`config.mk`:
```
export PLATFORM = sky130hd
export DESIGN_NAME = clss_ctrl_flat
export DESIGN_NICKNAME = d
export VERILOG_FILES = /design/src/sv/clss_pkg.sv /design/src/sv/clss_req_if.sv /design/src/sv/clss_ctrl.sv /design/src/flat_wrapper.sv
export SDC_FILE = /design/constraint.sdc
export NUM_CORES = 1
export LEC_CHECK = 0
export ABC_AREA = 1
export BUFFER_PORTS_ARGS = -buffer_cell sky130_fd_sc_hd__clkbuf_2
export CAP_MARGIN = 20
export CORE_MARGIN = 5
export CORE_UTILIZATION = 50
export CTS_BUF_LIST = sky130_fd_sc_hd__clkbuf_16
export DETAILED_ROUTE_END_ITERATION = 12
export GPL_TIMING_DRIVEN = 0
export PLACE_DENSITY = 0.73
export SYNTH_ARGS = -nofsm -noshare
export SYNTH_HDL_FRONTEND = slang
export SYNTH_SLANG_ARGS = --single-unit
```
`constraint.sdc`:
```
create_clock -name clock -period 18.45 [get_ports clock]
set_input_delay 2.7675 -clock clock [delete_from_list [all_inputs] [get_ports clock]]
set_output_delay 2.7675 -clock clock [all_outputs]
set_load 0.01 [all_outputs]
```
`src/sv/clss_pkg.sv`:
```
// -----------------------------------------------------------------------------
// clss_pkg
// Shared types, constants and helpers of the closed-loop stimulus sequencer.
// -----------------------------------------------------------------------------
package clss_pkg;

   // Default sizing
   localparam int unsigned TABLE_DEPTH_DEFAULT   = 4096;
   localparam int unsigned CHANNEL_COUNT_DEFAULT = 8;

   // Payload widths
   localparam int unsigned OPCODE_W  = 2;
   localparam int unsigned FLAGS_W   = 32;
   localparam int unsigned TIME_W    = 32;
   localparam int unsigned BYTE_W    = 8;
   localparam int unsigned TINDEX_W  = 12;
   localparam int unsigned RECORD_W  = 64;
   localparam int unsigned TICKS_W   = 16;
   localparam int unsigned HIST_W    = 64;
   localparam int unsigned LENGTH_W  = 13;

   // Configuration port
   localparam int unsigned CSR_INDEX_W = 3;
   localparam int unsigned CSR_DATA_W  = 64;

   localparam logic [CSR_INDEX_W-1:0] CSR_BIN_TICKS      = 3'd0;
   localparam logic [CSR_INDEX_W-1:0] CSR_PATTERN_VALUE  = 3'd1;
   localparam logic [CSR_INDEX_W-1:0] CSR_PATTERN_SELECT = 3'd2;
   localparam logic [CSR_INDEX_W-1:0] CSR_LONG_MODE      = 3'd3;
   localparam logic [CSR_INDEX_W-1:0] CSR_BRIEF_LENGTH   = 3'd4;

   localparam logic [TICKS_W-1:0] BIN_TICKS_RESET     = 16'd1;
   localparam logic [HIST_W-1:0]  PATTERN_VALUE_RESET = 64'h0000_0000_0000_00ff;

   // Operations
   typedef enum logic [OPCODE_W-1:0] {
      OP_EVENT    = 2'd0,
      OP_TABLE_WR = 2'd1,
      OP_START    = 2'd2
   } opcode_type;

   // Flag word
   localparam logic [FLAGS_W-1:0] FLAG_NOT_OURS = 32'h8000_0000;
   localparam int unsigned        REFRESH_BIT   = 8;
   localparam int unsigned        SPIKE_BIT     = 0;

   // Zigzag stimulus
   localparam logic [BYTE_W-1:0] STIM_RESET = 8'h18;
   localparam logic [BYTE_W-1:0] ZIG_BOTTOM = 8'h01;
   localparam logic [BYTE_W-1:0] ZIG_TOP    = 8'h80;
   localparam logic [BYTE_W-1:0] ZIG_LOW    = 8'h03;
   localparam logic [BYTE_W-1:0] ZIG_HIGH   = 8'hc0;

   // What an event carries from the control stage to the stimulus stage
   typedef struct packed {
      logic                claimed;
      logic [RECORD_W-1:0] record;
      logic                refresh;
      logic                use_table;
      logic                long_mode;
      logic                stream_valid;
      logic [BYTE_W-1:0]   stream_byte;
   } evt_type;

   // Table index modulo depth: at most eight conditional subtracts of the
   // shifted depth (quotient fits eight bits since depth >= 16).
   function automatic logic [TINDEX_W-1:0] index_mod(input logic [TINDEX_W-1:0] x,
                                                     input int unsigned depth);
      logic [23:0] r;
      r = {12'b0, x};
      for (int k = 7; k >= 0; k--) begin
         if (r >= (24'(depth) << k)) begin
            r = r - (24'(depth) << k);
         end
      end
      return r[TINDEX_W-1:0];
   endfunction

endpackage

```
`src/sv/clss_req_if.sv`:
```
// -----------------------------------------------------------------------------
// clss_req_if
// Request channel: event, table write and start transactions.
// -----------------------------------------------------------------------------
interface clss_req_if;
   logic                               valid;
   logic                               ready;
   logic [clss_pkg::OPCODE_W-1:0]      opcode;
   logic [clss_pkg::FLAGS_W-1:0]       channel_flags;
   logic [clss_pkg::TIME_W-1:0]        event_time;
   logic [clss_pkg::BYTE_W-1:0]        stream_byte;
   logic                               stream_valid;
   logic [clss_pkg::TINDEX_W-1:0]      table_index;
   logic [clss_pkg::BYTE_W-1:0]        table_byte;

   modport source (
      output valid, opcode, channel_flags, event_time, stream_byte, stream_valid,
             table_index, table_byte,
      input  ready
   );
   modport sink (
      input  valid, opcode, channel_flags, event_time, stream_byte, stream_valid,
             table_index, table_byte,
      output ready
   );
endinterface

```
`src/sv/clss_ctrl.sv`:
```
// -----------------------------------------------------------------------------
// clss_ctrl
// Control stage: configuration, tick/bin history, brief playback state,
// table access and the stage register toward the stimulus stage.
// -----------------------------------------------------------------------------
module clss_ctrl #(
   parameter int unsigned TABLE_DEPTH   = clss_pkg::TABLE_DEPTH_DEFAULT,
   parameter int unsigned CHANNEL_COUNT = clss_pkg::CHANNEL_COUNT_DEFAULT,
   localparam int unsigned AW           = $clog2(TABLE_DEPTH)
) (
   input  logic                             clock,
   input  logic                             reset,
   clss_req_if.sink                         req_ch,
   input  logic                             csr_we,
   input  logic [clss_pkg::CSR_INDEX_W-1:0] csr_index,
   input  logic [clss_pkg::CSR_DATA_W-1:0]  csr_wdata,
   input  logic                             s2_take,
   output logic                             s1_valid,
   output clss_pkg::evt_type                s1_evt,
   output logic                             tbl_wr_en,
   output logic [AW-1:0]                    tbl_wr_addr,
   output logic [clss_pkg::BYTE_W-1:0]      tbl_wr_data,
   output logic                             tbl_rd_en,
   output logic [AW-1:0]                    tbl_rd_addr
);

   localparam int unsigned TagBit = CHANNEL_COUNT + 1;

   // Configuration
   logic [clss_pkg::TICKS_W-1:0]  bin_ticks_ff, bin_ticks_in;
   logic [clss_pkg::HIST_W-1:0]   pattern_value_ff, pattern_value_in;
   logic [clss_pkg::HIST_W-1:0]   pattern_select_ff, pattern_select_in;
   logic                          long_mode_ff, long_mode_in;
   logic [clss_pkg::LENGTH_W-1:0] brief_length_ff, brief_length_in;

   // Sequencer state
   logic [clss_pkg::HIST_W-1:0]   history_ff, history_in;
   logic [clss_pkg::TICKS_W-1:0]  tick_count_ff, tick_count_in;
   logic                          spike_seen_ff, spike_seen_in;
   logic                          brief_active_ff, brief_active_in;
   logic [clss_pkg::LENGTH_W-1:0] play_pos_ff, play_pos_in;

   // Stage register
   logic                          s1_valid_ff, s1_valid_in;
   clss_pkg::evt_type             evt_ff, evt_in;

   // Event datapath
   logic                          accept;
   logic [clss_pkg::FLAGS_W-1:0]  tag_flags;
   logic                          not_ours;
   logic                          refresh;
   logic                          spike;
   logic [clss_pkg::TICKS_W-1:0]  tick_next;
   logic                          close_bin;
   logic [clss_pkg::HIST_W-1:0]   history_shift;
   logic                          match;
   logic                          brief_now;
   logic [clss_pkg::LENGTH_W-1:0] pos_now;
   logic [clss_pkg::LENGTH_W-1:0] pos_next;
   logic [clss_pkg::LENGTH_W-1:0] length_wr;

   assign req_ch.ready = !s1_valid_ff || s2_take;
   assign accept       = req_ch.valid && req_ch.ready;

   assign tag_flags = req_ch.channel_flags
                    | (clss_pkg::FLAGS_W'(brief_active_ff) << TagBit);
   assign not_ours  = (req_ch.channel_flags == clss_pkg::FLAG_NOT_OURS);
   assign refresh   = tag_flags[clss_pkg::REFRESH_BIT];
   assign spike     = tag_flags[clss_pkg::SPIKE_BIT];

   assign tick_next     = tick_count_ff + 1'b1;
   assign close_bin     = (tick_next >= bin_ticks_ff);
   assign history_shift = {history_ff[clss_pkg::HIST_W-2:0], spike_seen_ff};
   assign match         = close_bin && !brief_active_ff
                       && ((history_shift & pattern_select_ff) == pattern_value_ff);
   assign brief_now     = brief_active_ff || match;
   assign pos_now       = match ? '0 : play_pos_ff;
   assign pos_next      = pos_now + 1'b1;

   // Clamp a written length to the table depth
   assign length_wr = (32'(csr_wdata[clss_pkg::LENGTH_W-1:0]) > 32'(TABLE_DEPTH))
                    ? clss_pkg::LENGTH_W'(TABLE_DEPTH)
                    : csr_wdata[clss_pkg::LENGTH_W-1:0];

   always_comb begin
      bin_ticks_in      = bin_ticks_ff;
      pattern_value_in  = pattern_value_ff;
      pattern_select_in = pattern_select_ff;
      long_mode_in      = long_mode_ff;
      brief_length_in   = brief_length_ff;
      history_in        = history_ff;
      tick_count_in     = tick_count_ff;
      spike_seen_in     = spike_seen_ff;
      brief_active_in   = brief_active_ff;
      play_pos_in       = play_pos_ff;
      s1_valid_in       = s1_valid_ff && !s2_take;
      evt_in            = evt_ff;
      tbl_wr_en         = 1'b0;
      tbl_wr_addr       = AW'(clss_pkg::index_mod(req_ch.table_index, TABLE_DEPTH));
      tbl_wr_data       = req_ch.table_byte;
      tbl_rd_en         = 1'b0;
      // play position stays below the depth while playback is active
      tbl_rd_addr       = AW'(pos_now);

      if (csr_we) begin
         unique case (csr_index)
            clss_pkg::CSR_BIN_TICKS:      bin_ticks_in = csr_wdata[clss_pkg::TICKS_W-1:0];
            clss_pkg::CSR_PATTERN_VALUE:  pattern_value_in = csr_wdata;
            clss_pkg::CSR_PATTERN_SELECT: pattern_select_in = csr_wdata;
            clss_pkg::CSR_LONG_MODE:      long_mode_in = csr_wdata[0];
            clss_pkg::CSR_BRIEF_LENGTH: begin
               brief_length_in = length_wr;
               play_pos_in     = '0;
            end
            default: ;
         endcase
      end else if (accept) begin
         unique case (req_ch.opcode)
            clss_pkg::OP_TABLE_WR: begin
               tbl_wr_en = 1'b1;
            end
            clss_pkg::OP_START: begin
               brief_active_in = 1'b0;
            end
            clss_pkg::OP_EVENT: begin
               s1_valid_in = 1'b1;
               if (not_ours) begin
                  evt_in = '0;
               end else begin
                  evt_in.claimed      = 1'b1;
                  evt_in.record       = {req_ch.event_time, tag_flags};
                  evt_in.refresh      = refresh;
                  evt_in.use_table    = refresh && brief_now;
                  evt_in.long_mode    = long_mode_ff;
                  evt_in.stream_valid = req_ch.stream_valid;
                  evt_in.stream_byte  = req_ch.stream_byte;
                  if (refresh) begin
                     if (close_bin) begin
                        history_in    = history_shift;
                        tick_count_in = '0;
                        spike_seen_in = 1'b0;
                     end else begin
                        tick_count_in = tick_next;
                     end
                     if (brief_now) begin
                        tbl_rd_en   = 1'b1;
                        play_pos_in = pos_next;
                        brief_active_in = (pos_next < brief_length_ff);
                     end else begin
                        play_pos_in     = pos_now;
                        brief_active_in = brief_now && (pos_now < brief_length_ff);
                     end
                  end
                  if (spike) begin
                     spike_seen_in = 1'b1;
                  end
               end
            end
            default: ;
         endcase
      end
   end

   always_ff @(posedge clock) begin
      if (reset) begin
         bin_ticks_ff      <= clss_pkg::BIN_TICKS_RESET;
         pattern_value_ff  <= clss_pkg::PATTERN_VALUE_RESET;
         pattern_select_ff <= '0;
         long_mode_ff      <= 1'b0;
         brief_length_ff   <= '0;
         history_ff        <= '0;
         tick_count_ff     <= '0;
         spike_seen_ff     <= 1'b0;
         brief_active_ff   <= 1'b0;
         play_pos_ff       <= '0;
         s1_valid_ff       <= 1'b0;
      end else begin
         bin_ticks_ff      <= bin_ticks_in;
         pattern_value_ff  <= pattern_value_in;
         pattern_select_ff <= pattern_select_in;
         long_mode_ff      <= long_mode_in;
         brief_length_ff   <= brief_length_in;
         history_ff        <= history_in;
         tick_count_ff     <= tick_count_in;
         spike_seen_ff     <= spike_seen_in;
         brief_active_ff   <= brief_active_in;
         play_pos_ff       <= play_pos_in;
         s1_valid_ff       <= s1_valid_in;
      end
      evt_ff <= evt_in;
   end

   assign s1_valid = s1_valid_ff;
   assign s1_evt   = evt_ff;

endmodule

```
`src/flat_wrapper.sv`:
```
// flat-port wrapper written by rule: the top's interface ports become plain ports
module clss_ctrl_flat 
#(
   parameter int unsigned TABLE_DEPTH   = clss_pkg::TABLE_DEPTH_DEFAULT,
   parameter int unsigned CHANNEL_COUNT = clss_pkg::CHANNEL_COUNT_DEFAULT,
   localparam int unsigned AW           = $clog2(TABLE_DEPTH)
)
  (clock, reset, csr_we, csr_index, csr_wdata, s2_take, s1_valid, s1_evt, tbl_wr_en, tbl_wr_addr, tbl_wr_data, tbl_rd_en, tbl_rd_addr, req_ch_valid, req_ch_opcode, req_ch_channel_flags, req_ch_event_time, req_ch_stream_byte, req_ch_stream_valid, req_ch_table_index, req_ch_table_byte, req_ch_ready);
  clss_req_if req_ch_i ();
  input  logic clock;
  input  logic reset;
  input  logic csr_we;
  input  logic [clss_pkg::CSR_INDEX_W-1:0] csr_index;
  input  logic [clss_pkg::CSR_DATA_W-1:0] csr_wdata;
  input  logic s2_take;
  output logic s1_valid;
  output clss_pkg::evt_type s1_evt;
  output logic tbl_wr_en;
  output logic [AW-1:0] tbl_wr_addr;
  output logic [clss_pkg::BYTE_W-1:0] tbl_wr_data;
  output logic tbl_rd_en;
  output logic [AW-1:0] tbl_rd_addr;
  input wire logic [$bits(req_ch_i.valid)-1:0] req_ch_valid;
  input wire logic [$bits(req_ch_i.opcode)-1:0] req_ch_opcode;
  input wire logic [$bits(req_ch_i.channel_flags)-1:0] req_ch_channel_flags;
  input wire logic [$bits(req_ch_i.event_time)-1:0] req_ch_event_time;
  input wire logic [$bits(req_ch_i.stream_byte)-1:0] req_ch_stream_byte;
  input wire logic [$bits(req_ch_i.stream_valid)-1:0] req_ch_stream_valid;
  input wire logic [$bits(req_ch_i.table_index)-1:0] req_ch_table_index;
  input wire logic [$bits(req_ch_i.table_byte)-1:0] req_ch_table_byte;
  output wire logic [$bits(req_ch_i.ready)-1:0] req_ch_ready;
  assign req_ch_i.valid = req_ch_valid;
  assign req_ch_i.opcode = req_ch_opcode;
  assign req_ch_i.channel_flags = req_ch_channel_flags;
  assign req_ch_i.event_time = req_ch_event_time;
  assign req_ch_i.stream_byte = req_ch_stream_byte;
  assign req_ch_i.stream_valid = req_ch_stream_valid;
  assign req_ch_i.table_index = req_ch_table_index;
  assign req_ch_i.table_byte = req_ch_table_byte;
  assign req_ch_ready = req_ch_i.ready;
  clss_ctrl #(.TABLE_DEPTH(TABLE_DEPTH), .CHANNEL_COUNT(CHANNEL_COUNT)) u_core (.clock(clock), .reset(reset), .req_ch(req_ch_i), .csr_we(csr_we), .csr_index(csr_index), .csr_wdata(csr_wdata), .s2_take(s2_take), .s1_valid(s1_valid), .s1_evt(s1_evt), .tbl_wr_en(tbl_wr_en), .tbl_wr_addr(tbl_wr_addr), .tbl_wr_data(tbl_wr_data), .tbl_rd_en(tbl_rd_en), .tbl_rd_addr(tbl_rd_addr));
endmodule
```
==> summary.md <==
| Metric | Value |
|---|---|
| Slew Limit Headroom | 54.0% |
| VDD IR max | between 0.05 and 0.06 mV |
| Final Hold Fails | 0 |
| Worst setup EP type | output pin |
| Core area | roughly 29,000 um2 |
| Reg clk slew, reported paths | around 60 ps |
| Synthesized flop and latch total | roughly 330 |
| DR vias | 13,200 |
| Synth Area per Inst | around 7.7 um2 |
| First-pass GRT wire length | between 60 and 70 mm |
| Top FF cell, synth | dfxtp_1 |
| Total Wirelength | 38.9 mm |
| I/O pins | 280 |
| Setup-failing EPs final | 0 |
| Synthesized area | around 15,000 um2 |
| Die Wd | 181 um |
| DR WL/cell | 14.9 um |
| DIE AREA | around 33,000 um2 |
| Crit-path max FO | 20 |
| DP Worst Slack | approximately 11,000 ps |
| Total congestion overflow | 0 |
| Clock sink count | 329 |
| FF-to-FF path depth | 27 |
| Worst-Margin Slew | between 600 and 700 ps |
| Slowest cell on crit path | nor2_4 |
| Fraction of synthesis flops using an asynchronous set or reset pin | 0% |
| Clock Tree Root | clkbuf_16 |
| Core Rows | 62 |
| Post-synth EDFFs | 76 |
| Power Total | ~1.6 mW |
| Vias in the first global route | roughly 12,000 |
| Drt first pass iters | 6 |
| Clock Path Buffers | 3 |
| Peak per-stage delay on the critical path | ~570 ps |
| Die Y-Extent | between 150 and 200 um |
| Starting Density | a little over 50% |
| Post-CTS Hold Fix Bufs | 0 |
| Layout Utilization | between 60% and 70% |
| Residual DRC | 0 |
| Most frequent cells in the layout | nor2_1, nand2_1, clkbuf_2 |
| Area Overhead vs Synth | 20.5% |
| Lkg Pwr | ~7.5 nW |
| Total negative slack | 0 ps |
| Seq/Total Area, Yosys | 50.3% |
| DR vias/cell | 5.06 |
| Initial antenna violation count | 1 |
| Largest net degree at the start of global routing | 38 |
| Post-route ant nets | 0 |
| Max-cap violations | 0 |
| DR iter-0 viols | 859 |
| Worst-skew pair later-pin latency | 510 ps |
| RSZ-0062 raised after global routing | false |
| Post-route setup slack | 10,740 ps |
| Fmax achieved | 130 MHz |
| Most common cell after layout, fill and taps aside | nor2_1 |
| Clk_skew | between 15 and 20 ps |
| Post-Syn Nets | between 2,000 and 2,500 |
| Layout cell share with drive strength beyond 1 | 17.2% |
| Port bufs | 258 |
| Critical path, cell by cell | clkbuf_2, inv_1, nand3_1, nor2_4, inv_1, nor2_2, inv_2, nor2_8, clkbuf_2 |
| Routability cong. | around 0.84 |
| Status | finished, final reports clean |
| Cells after synthesis | ~1,900 |
| Detail Placement HPWL | roughly 28 mm |
| RR Endpoint | u_core.brief_active_ff |
| Yosys warns | 0 |
| Placed insts | 2,540 |
| Worst min-delay path category | register to register |
| TritonCTS clock tree | done |
| CP required | roughly 16,000 ps |
| GRT Resource Usage Total | between 20 and 25% |
| Min Tclk post-route | 7710 ps |
| Startpoint types | input pin |
| Cells resized by post-CTS repair | 0 |
| H-tree depth | 2 |
| Synth unique cells | 45 |
| CTS buffer count | 36 |
| NumNets Final | around 2,400 |
| Crit Reg-Reg Startpoint | u_core.tick_count_ff[0] |
| Non-Filler Instances | roughly 2,600 |
| R2R setup slack | between 10,000 and 15,000 ps |
| Period utilization | between 40% and 50% |
| Crit path arrival time | just under 5000 ps |
| Critical path type | input pin to output pin |
| Worst setup endpoint | tbl_rd_en |
| Postcts setup bufs | 0 |
| Crit path launch | csr_we |
| Slew Viols, Final | 0 |
| Fillers | ~2,600 |
| Pwr dens | around 90 nW/um2 |
==> state kept, by name (all words and copies together) (netlist names) <==
| register | cells |
|---|---|
| u_core.s1_evt | 76 |
| u_core.pattern_select_ff | 64 |
| u_core.pattern_value_ff | 64 |
| u_core.history_ff | 63 |
| u_core.bin_ticks_ff | 16 |
| u_core.tick_count_ff | 16 |
| u_core.brief_length_ff | 13 |
| u_core.play_pos_ff | 13 |
| u_core.brief_active_ff | 1 |
| u_core.long_mode_ff | 1 |
| u_core.s1_valid | 1 |
| u_core.spike_seen_ff | 1 |
==> routing by layer <==
metal | routed length [um] | global-route usage [%]
met1 | 16400 | 28.6
met2 | 19000 | 39.0
met3 | 2560 | 3.84
met4 | 922 | 6.93
met5 | 0 | 0
==> how the worst min path moves through the flow <==
| stage | start | end | slack (ps) | depth (start not counted) |
|---|---|---|---|---|
| after floorplan | u_core.bin_ticks_ff[0] | u_core.bin_ticks_ff[0] | 430 | 2 |
| after global placement | u_core.pattern_value_ff[43] | u_core.pattern_value_ff[43] | 450 | 2 |
| after detailed placement | u_core.pattern_value_ff[43] | u_core.pattern_value_ff[43] | 450 | 2 |
| after CTS | u_core.pattern_value_ff[43] | u_core.pattern_value_ff[43] | 460 | 2 |
| after global routing | u_core.pattern_value_ff[43] | u_core.pattern_value_ff[43] | 470 | 2 |
| final | u_core.pattern_value_ff[43] | u_core.pattern_value_ff[43] | 460 | 2 |
==> critical path, delay by kind of cell <==
kind	cells	cell delay, ps
buffers and inverters	5	770
and+or+nand+nor	4	1410
==> cell usage after synthesis (2+ instances only) <==
cell type | count | area share [%]
buf_4 | 22 | 1.1
xor2_2 | 3 | 0.33
xor2_1 | 17 | 1.0
a31oi_1 | 2 | 0.086
nor2_2 | 4 | 0.17
inv_1 | 159 | 4.1
a211oi_1 | 14 | 0.72
nand4_1 | 9 | 0.39
nand2_1 | 336 | 8.6
nor3_1 | 4 | 0.14
ha_1 | 30 | 2.6
nor3_2 | 3 | 0.21
nand2_2 | 4 | 0.17
a21oi_1 | 110 | 3.8
nor2_1 | 398 | 10
nor2_4 | 3 | 0.23
and2_1 | 2 | 0.086
o21ai_0 | 203 | 6.9
nand2_4 | 2 | 0.15
edfxtp_1 | 76 | 16
nand3_2 | 3 | 0.21
inv_2 | 9 | 0.23
buf_2 | 7 | 0.24
dfxtp_1 | 253 | 35
clkbuf_1 | 98 | 2.5
nor4_1 | 11 | 0.47
buf_1 | 3 | 0.077
nand3b_1 | 23 | 1.2
o211ai_1 | 6 | 0.31
nand3_1 | 65 | 2.2
buf_6 | 2 | 0.15
nor3b_2 | 2 | 0.17
==> cells by family after synthesis <==
family | Yosys count | share of synthesized area [%]
buffers and inverters | 300 | 8.43
adder cells (fa/ha/maj) | 30 | 2.57
AND/OR/NAND/NOR | 874 | 25.1
flip-flops | 329 | 50.3
XOR/XNOR | 21 | 1.41
AO/OA/AOI/OAI | 342 | 12.2
==> per-stage QoR <==
stage,instance area (um2),hold slack (ps)
3_3_place_gp,16400,446
4_1_cts,17600,461
6_report,17600,462
3_5_place_dp,16400,452
5_1_grt,17600,467
2_1_floorplan,14600,433
==> report_power, final <==
group / switching (mW) / internal (mW) / total [mW] / leakage [nW]
sequential: 0.0105 / 0.755 / 0.765 / 2.74
combinational: 0.0727 / 0.0463 / 0.119 / 4.19
clock: 0.287 / 0.415 / 0.702 / 0.584
==> layout make-up <==
class	instances	area [um2]	share of cell area, %
clock inverter	27	203	1.15
tap	384	480	2.73
antenna	1	2.50	0.0142
sequential	329	7350	41.7
inverter	168	631	3.58
multi-input combinational	1267	6050	34.3
clock buffer	38	951	5.40
buffer	132	602	3.42
timing repair buffer	261	1350	7.64
(Power assumes the default switching activity.)
