## config.mk

```make
export PLATFORM = sky130hd
export DESIGN_NAME = clss_stim_flat
export DESIGN_NICKNAME = d
export VERILOG_FILES = /design/src/sv/clss_pkg.sv /design/src/sv/clss_rsp_if.sv /design/src/sv/clss_stim.sv /design/src/flat_wrapper.sv
export SDC_FILE = /design/constraint.sdc
export NUM_CORES = 1
export LEC_CHECK = 0
export ABC_AREA = 1
export BUFFER_PORTS_ARGS = -buffer_cell sky130_fd_sc_hd__buf_2
export CORE_ASPECT_RATIO = 1.25
export CORE_MARGIN = 1
export CORE_UTILIZATION = 47
export DETAILED_ROUTE_END_ITERATION = 10
export HOLD_SLACK_MARGIN = 0.12
export PLACE_DENSITY = 0.84
export SLEW_MARGIN = 20
export SYNTH_ARGS = -nofsm -noshare
export SYNTH_HDL_FRONTEND = slang
export SYNTH_SLANG_ARGS = --single-unit
```

## constraint.sdc

```tcl
create_clock -name clock -period 4.45 [get_ports clock]
set_clock_uncertainty 0.2 [all_clocks]
set_input_delay 0.445 -clock clock [delete_from_list [all_inputs] [get_ports clock]]
set_output_delay 0.445 -clock clock [all_outputs]
set_load 0.01 [all_outputs]
```

## src/sv/clss_pkg.sv

```systemverilog
// -----------------------------------------------------------------------------
// clss_pkg
// Shared types, constants and helpers of the closed-loop stimulus sequencer.
// -----------------------------------------------------------------------------
package clss_pkg;

   // Default sizing
   localparam int unsigned TABLE_DEPTH_DEFAULT   = 4096;
   localparam int unsigned CHANNEL_COUNT_DEFAULT = 8;

   // Payload widths
   localparam int unsigned OPCODE_W  = 2;
   localparam int unsigned FLAGS_W   = 32;
   localparam int unsigned TIME_W    = 32;
   localparam int unsigned BYTE_W    = 8;
   localparam int unsigned TINDEX_W  = 12;
   localparam int unsigned RECORD_W  = 64;
   localparam int unsigned TICKS_W   = 16;
   localparam int unsigned HIST_W    = 64;
   localparam int unsigned LENGTH_W  = 13;

   // Configuration port
   localparam int unsigned CSR_INDEX_W = 3;
   localparam int unsigned CSR_DATA_W  = 64;

   localparam logic [CSR_INDEX_W-1:0] CSR_BIN_TICKS      = 3'd0;
   localparam logic [CSR_INDEX_W-1:0] CSR_PATTERN_VALUE  = 3'd1;
   localparam logic [CSR_INDEX_W-1:0] CSR_PATTERN_SELECT = 3'd2;
   localparam logic [CSR_INDEX_W-1:0] CSR_LONG_MODE      = 3'd3;
   localparam logic [CSR_INDEX_W-1:0] CSR_BRIEF_LENGTH   = 3'd4;

   localparam logic [TICKS_W-1:0] BIN_TICKS_RESET     = 16'd1;
   localparam logic [HIST_W-1:0]  PATTERN_VALUE_RESET = 64'h0000_0000_0000_00ff;

   // Operations
   typedef enum logic [OPCODE_W-1:0] {
      OP_EVENT    = 2'd0,
      OP_TABLE_WR = 2'd1,
      OP_START    = 2'd2
   } opcode_type;

   // Flag word
   localparam logic [FLAGS_W-1:0] FLAG_NOT_OURS = 32'h8000_0000;
   localparam int unsigned        REFRESH_BIT   = 8;
   localparam int unsigned        SPIKE_BIT     = 0;

   // Zigzag stimulus
   localparam logic [BYTE_W-1:0] STIM_RESET = 8'h18;
   localparam logic [BYTE_W-1:0] ZIG_BOTTOM = 8'h01;
   localparam logic [BYTE_W-1:0] ZIG_TOP    = 8'h80;
   localparam logic [BYTE_W-1:0] ZIG_LOW    = 8'h03;
   localparam logic [BYTE_W-1:0] ZIG_HIGH   = 8'hc0;

   // What an event carries from the control stage to the stimulus stage
   typedef struct packed {
      logic                claimed;
      logic [RECORD_W-1:0] record;
      logic                refresh;
      logic                use_table;
      logic                long_mode;
      logic                stream_valid;
      logic [BYTE_W-1:0]   stream_byte;
   } evt_type;

   // Table index modulo depth: at most eight conditional subtracts of the
   // shifted depth (quotient fits eight bits since depth >= 16).
   function automatic logic [TINDEX_W-1:0] index_mod(input logic [TINDEX_W-1:0] x,
                                                     input int unsigned depth);
      logic [23:0] r;
      r = {12'b0, x};
      for (int k = 7; k >= 0; k--) begin
         if (r >= (24'(depth) << k)) begin
            r = r - (24'(depth) << k);
         end
      end
      return r[TINDEX_W-1:0];
   endfunction

endpackage

```

## src/sv/clss_rsp_if.sv

```systemverilog
// -----------------------------------------------------------------------------
// clss_rsp_if
// Response channel: one transaction per acquisition event.
// -----------------------------------------------------------------------------
interface clss_rsp_if;
   logic                               valid;
   logic                               ready;
   logic                               claimed;
   logic [clss_pkg::RECORD_W-1:0]      record;
   logic [clss_pkg::BYTE_W-1:0]        stim_out;
   logic                               stim_written;

   modport source (
      output valid, claimed, record, stim_out, stim_written,
      input  ready
   );
   modport sink (
      input  valid, claimed, record, stim_out, stim_written,
      output ready
   );
endinterface

```

## src/sv/clss_stim.sv

```systemverilog
// -----------------------------------------------------------------------------
// clss_stim
// Stimulus stage: merges table read data, stream byte or zigzag step into
// the current stimulus and holds the response register.
// -----------------------------------------------------------------------------
module clss_stim (
   input  logic                        clock,
   input  logic                        reset,
   input  logic                        s1_valid,
   input  clss_pkg::evt_type           s1_evt,
   input  logic [clss_pkg::BYTE_W-1:0] tbl_rd_data,
   output logic                        s2_take,
   clss_rsp_if.source                  rsp_ch
);

   logic [clss_pkg::BYTE_W-1:0]   stim_ff, stim_in;
   logic                          zig_up_ff, zig_up_in;
   logic                          out_valid_ff, out_valid_in;
   logic                          claimed_ff, claimed_in;
   logic [clss_pkg::RECORD_W-1:0] record_ff, record_in;
   logic [clss_pkg::BYTE_W-1:0]   stim_out_ff, stim_out_in;
   logic                          written_ff, written_in;

   logic [clss_pkg::BYTE_W-1:0]   zig_shift;
   logic [clss_pkg::BYTE_W-1:0]   zig_stim;
   logic                          zig_dir;
   logic [clss_pkg::BYTE_W-1:0]   new_stim;
   logic                          new_dir;
   logic                          advance;

   assign s2_take = !out_valid_ff || rsp_ch.ready;
   assign advance = s1_valid && s2_take;

   // Zigzag step: bounce at the ends
   assign zig_shift = zig_up_ff ? {stim_ff[clss_pkg::BYTE_W-2:0], 1'b0}
                                : {1'b0, stim_ff[clss_pkg::BYTE_W-1:1]};
   always_comb begin
      zig_stim = zig_shift;
      zig_dir  = zig_up_ff;
      if (zig_shift == clss_pkg::ZIG_BOTTOM) begin
         zig_stim = clss_pkg::ZIG_LOW;
         zig_dir  = 1'b1;
      end else if (zig_shift == clss_pkg::ZIG_TOP) begin
         zig_stim = clss_pkg::ZIG_HIGH;
         zig_dir  = 1'b0;
      end
   end

   always_comb begin
      new_stim = stim_ff;
      new_dir  = zig_up_ff;
      if (s1_evt.use_table) begin
         new_stim = tbl_rd_data;
      end else if (s1_evt.long_mode) begin
         if (s1_evt.stream_valid) begin
            new_stim = s1_evt.stream_byte;
         end
      end else begin
         new_stim = zig_stim;
         new_dir  = zig_dir;
      end
   end

   always_comb begin
      stim_in      = stim_ff;
      zig_up_in    = zig_up_ff;
      out_valid_in = out_valid_ff && !rsp_ch.ready;
      claimed_in   = claimed_ff;
      record_in    = record_ff;
      stim_out_in  = stim_out_ff;
      written_in   = written_ff;
      if (advance) begin
         out_valid_in = 1'b1;
         claimed_in   = s1_evt.claimed;
         record_in    = s1_evt.record;
         written_in   = s1_evt.refresh;
         stim_out_in  = '0;
         if (s1_evt.refresh) begin
            stim_in     = new_stim;
            zig_up_in   = new_dir;
            stim_out_in = new_stim;
         end
      end
   end

   always_ff @(posedge clock) begin
      if (reset) begin
         stim_ff      <= clss_pkg::STIM_RESET;
         zig_up_ff    <= 1'b0;
         out_valid_ff <= 1'b0;
      end else begin
         stim_ff      <= stim_in;
         zig_up_ff    <= zig_up_in;
         out_valid_ff <= out_valid_in;
      end
      claimed_ff  <= claimed_in;
      record_ff   <= record_in;
      stim_out_ff <= stim_out_in;
      written_ff  <= written_in;
   end

   assign rsp_ch.valid        = out_valid_ff;
   assign rsp_ch.claimed      = claimed_ff;
   assign rsp_ch.record       = record_ff;
   assign rsp_ch.stim_out     = stim_out_ff;
   assign rsp_ch.stim_written = written_ff;

endmodule

```

## src/flat_wrapper.sv

```systemverilog
// flat-port wrapper written by rule: the top's interface ports become plain ports
module clss_stim_flat 
  (clock, reset, s1_valid, s1_evt, tbl_rd_data, s2_take, rsp_ch_valid, rsp_ch_claimed, rsp_ch_record, rsp_ch_stim_out, rsp_ch_stim_written, rsp_ch_ready);
  clss_rsp_if rsp_ch_i ();
  input  logic clock;
  input  logic reset;
  input  logic s1_valid;
  input  clss_pkg::evt_type s1_evt;
  input  logic [clss_pkg::BYTE_W-1:0] tbl_rd_data;
  output logic s2_take;
  output wire logic [$bits(rsp_ch_i.valid)-1:0] rsp_ch_valid;
  output wire logic [$bits(rsp_ch_i.claimed)-1:0] rsp_ch_claimed;
  output wire logic [$bits(rsp_ch_i.record)-1:0] rsp_ch_record;
  output wire logic [$bits(rsp_ch_i.stim_out)-1:0] rsp_ch_stim_out;
  output wire logic [$bits(rsp_ch_i.stim_written)-1:0] rsp_ch_stim_written;
  input wire logic [$bits(rsp_ch_i.ready)-1:0] rsp_ch_ready;
  assign rsp_ch_valid = rsp_ch_i.valid;
  assign rsp_ch_claimed = rsp_ch_i.claimed;
  assign rsp_ch_record = rsp_ch_i.record;
  assign rsp_ch_stim_out = rsp_ch_i.stim_out;
  assign rsp_ch_stim_written = rsp_ch_i.stim_written;
  assign rsp_ch_i.ready = rsp_ch_ready;
  clss_stim u_core (.clock(clock), .reset(reset), .s1_valid(s1_valid), .s1_evt(s1_evt), .tbl_rd_data(tbl_rd_data), .s2_take(s2_take), .rsp_ch(rsp_ch_i));
endmodule
```

==> run summary, run 1 <==
die extent in y - 91.6 µm
Area Growth Syn to Fin - 58.1%
startpoint types - register
Reg area - 0.00242 mm²
Synth warnings - 0
Peak VDD IR - 0.171 mV
CTS Hold Bufs - 65
maximum fanout along the worst path - 41
Setup TNS - 0 ns
DP HPWL - 5.59 mm
RSZ-0062 raised after global routing - no
worst reg2reg path endpoint - u_core.rsp_ch.record[21]
drt via density - 5.03
Max Slew Vio Count - 0
Max Root-Sink Buffers - 2
nature of the critical path endpoint - register
# clock sinks - 84
worst slew pin tran - 0.827 ns
TritonRoute pass-1 iters - 4
total CTS buffers - 9
nets@finish - 535
Worst path max stage delay - 0.61 ns
# rows - 32
routed len/inst - 18.7 µm
synthesized flop and latch total - 84
critical path class - register to register
Tcrit/Tclk final - 0.499
reg-to-reg startpoint - u_core.rsp_ch.valid
f_max - 451 MHz
PortBufs - 164
Avg Cell Area, Syn - 14.4 µm²
CP startpoint - u_core.rsp_ch.valid
Worst Path Required - 4.24 ns
worst path bufs/invs - 2
Final Hold Fails - 0
Seq/Total Area, Yosys - 0.803
Hold WC Path Type - primary input to register
antenna viol nets, final - 0
Clock Tree Root - clkbuf_8
largest net degree at the start of global routing - 42
Syn Nets - 298
DIE AREA - 0.00674 mm²
via count - 2,700
vias in the first global route - 2,664
total global routing overflow - 0
Setup crit end - u_core.rsp_ch.record[21]
R2R Setup Slk - 2.23 ns
Final min period - 2.22 ns
clk_lat worst skew - 0.34 ns
DIE WIDTH - 73.7 µm
P_leak - 2.12 nW
TritonCTS clock tree - done
crit-path most repeated cell - nand2_1
Residual DRC - 0
post-cts sizing count - 0
Final Routed Wirelength - 10.0 mm
CP cell instances - nand2_1 -> nand2_1 -> inv_2 -> buf_4
gr usage total - 0.307
Max Cap Viol - 0
Design Power - 0.00169 W
Synth cell types - 25
initial drt markers - 174
Mapped Cells - 209
postcts setup bufs - 0
GP Congestion - 0.896
H-Tree Depth - 3
CP top delay family - buffers and inverters
status - complete, no violations
core box area - 0.00617 mm²
fillers - 372
Cell Area, Synth - 0.00302 mm²
path depth of the worst reg2reg path - 4
Top Ports - 165
max_slew headroom - 0.448
most frequent cells in the layout - buf_2 (164), edfxtp_1 (74), dlygate4sd3_1 (65), nand2_1 (37), inv_1 (16)
commonest non-fill, non-tap cell in the layout - buf_2
initial antenna violation count - 1
Multi-input gate area - 490 µm²
P per Cell Area - 354 mW/mm²
first-pass GRT wire length - 14.6 mm
Worst-path clk slew - 0.08 ns
Starting Density - 0.489
fraction of final layout cells sized beyond drive strength 1 - 0.426
Arrival @ worst endpoint - 2.01 ns
critical path's slowest cell - inv_2
# setup viols final - 0
WP depth - 4
## flip-flops by register name (all words and copies together), names as in the netlist
register	count
u_core.rsp_ch.claimed	1
u_core.rsp_ch.record	64
u_core.rsp_ch.stim_out	8
u_core.rsp_ch.stim_written	1
u_core.rsp_ch.valid	1
u_core.stim_ff	8
u_core.zig_up_ff	1
## Yosys cell counts (all sizes together)
cell / instances / area (µm²)
o21bai: 1 / 7.51
inv: 20 / 77.6
o21ai: 16 / 80.1
nand3: 2 / 10.0
nand2: 41 / 164
or2: 2 / 12.5
buf: 4 / 26.3
o311ai: 1 / 8.76
and2: 1 / 6.26
nor3: 2 / 10.0
o211ai: 5 / 37.5
edfxtp: 74 / 2220
dfxtp: 10 / 200
nor2: 15 / 63.8
o221ai: 2 / 17.5
a211oi: 1 / 7.51
a22oi: 2 / 15.0
a21oi: 10 / 50.1
## worst min path at each step
stage	startpoint	to	slack, ns	cells after the start
detailed placement	u_core.rsp_ch.valid	u_core.rsp_ch.valid	0.30	2
CTS	s1_valid	u_core.rsp_ch.valid	0.13	3
finish	reset	u_core.rsp_ch.valid	0.15	2
floorplan	u_core.stim_ff[5]	u_core.stim_ff[5]	0.27	2
global placement	u_core.rsp_ch.valid	u_core.rsp_ch.valid	0.28	2
global route	reset	u_core.rsp_ch.valid	0.15	2
## worst reg2reg max path, stage by stage, from the launching register on
cell	delay (ns)
dfxtp_1	0.32
nand2_1	0.10
nand2_1	0.08
inv_2	0.61
buf_4	0.53
## power by group
group | switching, W | internal (W) | leakage (nW) | total [W]
Clock | 0.000267 | 0.000260 | 0.100 | 0.000527
Sequential | 0.0000204 | 0.000913 | 0.801 | 0.000933
Combinational | 0.000119 | 0.000108 | 1.21 | 0.000226
Total | 0.000407 | 0.00128 | 2.12 | 0.00169
## stage by stage
step / hold WS [ns] / utilization / instance area [µm²] / setup WS (ns) / instances
floorplan: 0.274 / - / 3020 / 1.70 / 209
global placement: 0.285 / 0.637 / 3930 / 2.12 / 455
detailed placement: 0.301 / 0.637 / 3930 / 2.05 / 455
CTS: 0.133 / 0.773 / 4770 / 2.29 / 536
global route: 0.154 / 0.773 / 4770 / 2.12 / 537
finish: 0.149 / 0.773 / 4770 / 2.23 / 537
## cell families after synthesis
kind of cell	Yosys count	share of synthesized area
buf+inv	24	0.0344
compound gates	38	0.0742
flops	84	0.803
simple gates	63	0.0883
## layer usage
layer	wire length [µm]	GRT usage	vias to the layer above
li1	-	-	1219
met1	3610	0.342	1252
met2	5010	0.510	187
met3	987	0.0954	40
met4	434	0.171	2
met5	6	0	-
## layout make-up
cell class	instances	area share
repair buffers	230	0.310
well taps	85	0.0223
clock inverters	6	0.0131
clock buffers	10	0.0268
inverters	20	0.0163
flip-flops and latches	84	0.508
multi-input cells	101	0.103
diodes	1	0.000525
Power figures use the tool's default switching activity.
==> inputs of run 2 (changes only) <==
CORE_UTILIZATION = 40   (was 47)
PLACE_DENSITY = 0.76   (was 0.84)
clock period = 2 ns   (was 4.45 ns; I/O delays follow)
==> run 2 against run 1 <==
Sequential share of layout area is 2.4 points lower; critical path depth is 3 higher; highest routed layer is now met4; first-iteration DRC count is 63% lower; routed wire length is 10% lower; sequential cell count stayed put; global-route usage is 7.1 points lower; clock-buffer cell count is 1 lower; non-clock buffer count is 14 higher; hold slack worse by 0.0069 ns; register-to-register slack worse by 2.1 ns.
==> run summary, run 2 (synthesized netlist as in run 1, its figures left out) <==
antenna viol nets, final - 0
total global routing overflow - 0
hold depth - 7
largest net degree at the start of global routing - 35
final worst slack - 0.0928 ns
setup slack at placement - 0.355 ns
critical path class - primary input to register
Final min period - 1.91 ns
P_leak - 2.22 nW
vias in the first global route - 2,604
DIE AREA - 0.00790 mm²
# setup viols final - 0
nature of the critical path endpoint - register
Arrival @ worst endpoint - 2.00 ns
final hold slack - 0.142 ns
dpl cell area - 0.00400 mm²
status - complete, no violations
clock group share of total power - 0.361
Top Ports - 165
commonest non-fill, non-tap cell in the layout - buf_2
clk_lat worst skew - 0.35 ns
Final Hold Fails - 0
Residual DRC - 0
initial antenna violation count - 0
GP Congestion - 0.922
f_max - 524 MHz
total CTS buffers - 9
most frequent cells in the layout - buf_2 (164), dlygate4sd3_1 (77), edfxtp_1 (74), nand2_1 (35), inv_1 (16)
# rows - 35
drt via density - 4.76
startpoint types - primary input
gr usage total - 0.237
Max Slew Vio Count - 0
DIE WIDTH - 79.7 µm
worst slew pin tran - 0.377 ns
internal power - 0.00313 W
maximum fanout along the worst path - 7
die extent in y - 99.1 µm
Worst-path clk slew - 0.08 ns
first-pass GRT wire length - 13.4 mm
path depth of the worst reg2reg path - 6
DP HPWL - 5.89 mm
Design Power - 0.00405 W
max_slew headroom - 0.744
fraction of final layout cells sized beyond drive strength 1 - 0.430
Starting Density - 0.410
Max Root-Sink Buffers - 2
P per Cell Area - 808 mW/mm²
reg-to-reg startpoint - u_core.zig_up_ff
# diodes - 0
Final Routed Wirelength - 9.02 mm
Peak VDD IR - 0.484 mV
Area Growth Syn to Fin - 66.3%
Setup TNS - 0 ns
Multi-input gate area - 508 µm²
TritonCTS clock tree - done
routed len/inst - 16.2 µm
Hold WC Path Type - primary input to register
Reg area - 0.00243 mm²
# clock sinks - 84
PortBufs - 164
RSZ-0062 raised after global routing - no
Sw Pwr - 0.000918 W
Seq pwr share - 0.511
initial drt markers - 65
TritonRoute pass-1 iters - 4
Clock Tree Root - clkbuf_8
number of flip-flops in the largest register - 64
Sw Ratio - 0.226
CP startpoint - s1_evt[11]
nets@finish - 549
Setup crit end - u_core.stim_ff[0]
Tcrit/Tclk final - 0.954
Finished Cell Area - 0.00502 mm²
worst reg2reg path endpoint - u_core.stim_ff[0]
R2R Setup Slk - 0.14 ns
core box area - 0.00736 mm²
H-Tree Depth - 3
part of the power in combinational logic - 0.128
fillers - 539
via count - 2,649
Max Cap Viol - 0
Worst Path Required - 2.09 ns
==> run 2: per-stage QoR <==
stage / instances / utilization
finish: 557 / 0.682
detailed placement: 464 / 0.543
global placement: 464 / 0.543
floorplan: 209 / -
CTS: 556 / 0.680
global route: 557 / 0.682
==> run 2: area by class of cell <==
cell class,count,share of cell area
Sequential cell,84,0.484
Timing Repair Buffer,244,0.327
Multi-Input combinational cell,101,0.101
Clock buffer,9,0.0247
Clock inverter,7,0.0244
Tap cell,92,0.0229
Inverter,20,0.0162
==> run 2: timing repair <==
| action | 4_1_cts | 5_1_grt |
|---|---|---|
| hold buffers | 76 | 1 |
| gates resized for setup | 0 | 2 |
| endpoints found under the setup margin | 0 | 1 |
| buffers inserted | 0 | 0 |
| hold endpoints to repair | 84 | 1 |
==> run 2: worst min-delay path by stage <==
stage          slack [ns]            from                        end
2_1_floorplan        0.06           reset        u_core.rsp_ch.valid
3_3_place_gp         0.18      s1_evt[53]   u_core.rsp_ch.record[41]
3_5_place_dp         0.18      s1_evt[75]   u_core.rsp_ch.record[63]
4_1_cts              0.12       s1_evt[4]          u_core.stim_ff[4]
5_1_grt              0.17  tbl_rd_data[5]  u_core.rsp_ch.stim_out[5]
6_report             0.14       s1_evt[1]          u_core.stim_ff[1]
==> run 2: per-layer routing <==
metal | global-route usage | part of all wire
met5 | 0 | 0
met3 | 0.0679 | 0.085
met4 | 0.112 | 0.023
met2 | 0.427 | 0.53
met1 | 0.249 | 0.36
==> run 2: power by group through the flow <==
stage	clock network (W)	logic [W]	registers (W)
finish	0.00146	0.000519	0.00207
global route	0.00156	0.000565	0.00208
CTS	0.00148	0.000514	0.00207
detailed placement	0	0.000389	0.00210
global placement	0	0.000381	0.00210
floorplan	0	0.000115	0.00216
==> run 2: critical path: stages <==
cell           delay, ns
dlygate4sd3_1       0.51
buf_2               0.19
inv_2               0.08
nor2_2              0.24
o21ai_0             0.11
a21oi_1             0.12
dlygate4sd3_1       0.55
==> inputs of run 3 (changes only) <==
PLACE_DENSITY = 0.81   (was 0.76)
==> run 3 against run 2 <==
Sequential cell count unchanged; core utilization down 1.0 points; die area unchanged; first-iteration DRC count rose to 2.6 times the previous value; critical path depth unchanged; sequential share of layout area up 0.71 points; global-route usage up 0.80 points; critical path type is now register to register; largest power group unchanged.
==> run summary, run 3 (synthesized netlist as in run 1, its figures left out) <==
status - complete, no violations
routed len/inst - 16.8 µm
# clock sinks - 84
worst path bufs/invs - 0
Max Slew Vio Count - 0
Worst-path clk slew - 0.09 ns
number of flip-flops in the largest register - 64
met2 Use GR - 0.423
total global routing overflow - 0
# setup viols final - 0
P per Cell Area - 771 mW/mm²
largest net degree at the start of global routing - 57
Worst path max stage delay - 0.53 ns
Peak VDD IR - 0.628 mV
die extent in y - 99.1 µm
crit-path most repeated cell - nand2_1
P_leak - 2.17 nW
Clock Tree Root - clkbuf_8
GP Congestion - 0.983
drt via density - 4.79
fraction of final layout cells sized beyond drive strength 1 - 0.427
H-Tree Depth - 3
maximum fanout along the worst path - 10
clk_lat worst skew - 0.35 ns
DIE WIDTH - 79.7 µm
DIE AREA - 0.00790 mm²
fillers - 541
Starting Density - 0.410
Final min period - 1.66 ns
post-cts sizing count - 0
commonest non-fill, non-tap cell in the layout - buf_2
Finished Cell Area - 0.00494 mm²
TritonCTS clock tree - done
core box area - 0.00736 mm²
f_max - 603 MHz
max_slew headroom - 0.724
GRT Max-Usage Layer - met2
nature of the critical path endpoint - register
initial drt markers - 168
Arrival @ worst endpoint - 1.56 ns
PortBufs - 164
Tcrit/Tclk final - 0.829
CP top delay family - flip-flops
vias in the first global route - 2,603
startpoint types - register
met3 Track Usage GR - 0.0716
Final Routed Wirelength - 9.35 mm
Worst Path Required - 1.90 ns
most frequent cells in the layout - buf_2 (164), dlygate4sd3_1 (75), edfxtp_1 (74), nand2_1 (35), inv_1 (16)
worst slew pin tran - 0.408 ns
antenna viol nets, final - 0
met1 usage - 0.272
Residual DRC - 0
dpl cell area - 0.00399 mm²
Max Cap Viol - 0
RSZ-0062 raised after global routing - no
CP cell instances - nand2_1 -> o21ai_1 -> nor2_2 -> nand3_1 -> nand2_1 -> a21oi_1 -> nor2_1
# rows - 35
Design Power - 0.00381 W
via count - 2,670
TritonRoute pass-1 iters - 5
total CTS buffers - 9
DP HPWL - 5.85 mm
postcts setup bufs - 0
Max Root-Sink Buffers - 2
initial antenna violation count - 1
first-pass GRT wire length - 14.0 mm
gr usage total - 0.245
nets@finish - 548
critical path class - register to register
Final Hold Fails - 0
Top Ports - 165
Area Growth Syn to Fin - 63.8%
Hold WC Path Type - primary input to register
critical path's slowest cell - dfxtp_1
run 3: worst reg2reg max path: stages (launching register included):
cell and delay (ns):
dfxtp_1 0.53, nand2_1 0.09, o21ai_1 0.15, nor2_2 0.07
nand3_1 0.08, nand2_1 0.05, a21oi_1 0.19, nor2_1 0.06
run 3: final cells by class:
class                           count  area (µm²)  share of cell area
Clock inverter                      7        73.8              0.0149
Inverter                           20        81.3              0.0165
Tap cell                           92         115              0.0233
Clock buffer                        9         124              0.0251
Timing Repair Buffer              243        1610               0.327
Sequential cell                    84        2430               0.491
Antenna cell                        1        2.50            0.000506
Multi-Input combinational cell    101         505               0.102
run 3: report_power, final:
part / total [W] / internal [W] / switching (W)
sequential: 0.00207 / 0.00203 / 0.0000435
clock: 0.00122 / 0.000582 / 0.000640
combinational: 0.000515 / 0.000261 / 0.000254
run 3: what timing repair did:
item                                   4_1_cts  5_1_grt
setup endpoints to repair                    0        0
endpoints found under the hold margin       84        0
hold buffers                                75        0
run 3: per-layer routing:
layer  wire length, µm  vias to the layer above
met5                 0                        -
met4               242                        0
met3               794                       19
met1              3510                     1259
li1                  -                     1243
met2              4800                      149
run 3: final timing paths:
path	endpoint	slack [ns]	depth (start not counted)	start
setup / recovery	u_core.rsp_ch.stim_out[1]	0.34	7	u_core.zig_up_ff
hold / removal	u_core.stim_ff[3]	0.14	5	s1_evt[3]
setup reg to reg	u_core.rsp_ch.stim_out[1]	0.34	7	u_core.zig_up_ff
hold reg to reg	u_core.stim_ff[5]	0.34	2	u_core.stim_ff[5]
run 3: through the flow:
stage / setup TNS [ns] / hold WS, ns / instances / setup WS, ns / util
2_1_floorplan: -11.14 / 0.0594 / 209 / -0.151 / -
3_3_place_gp: 0 / 0.177 / 465 / 0.396 / 0.543
3_5_place_dp: 0 / 0.178 / 465 / 0.388 / 0.543
4_1_cts: 0 / 0.127 / 556 / 0.378 / 0.671
5_1_grt: 0 / 0.128 / 557 / 0.214 / 0.672
6_report: 0 / 0.140 / 557 / 0.341 / 0.672
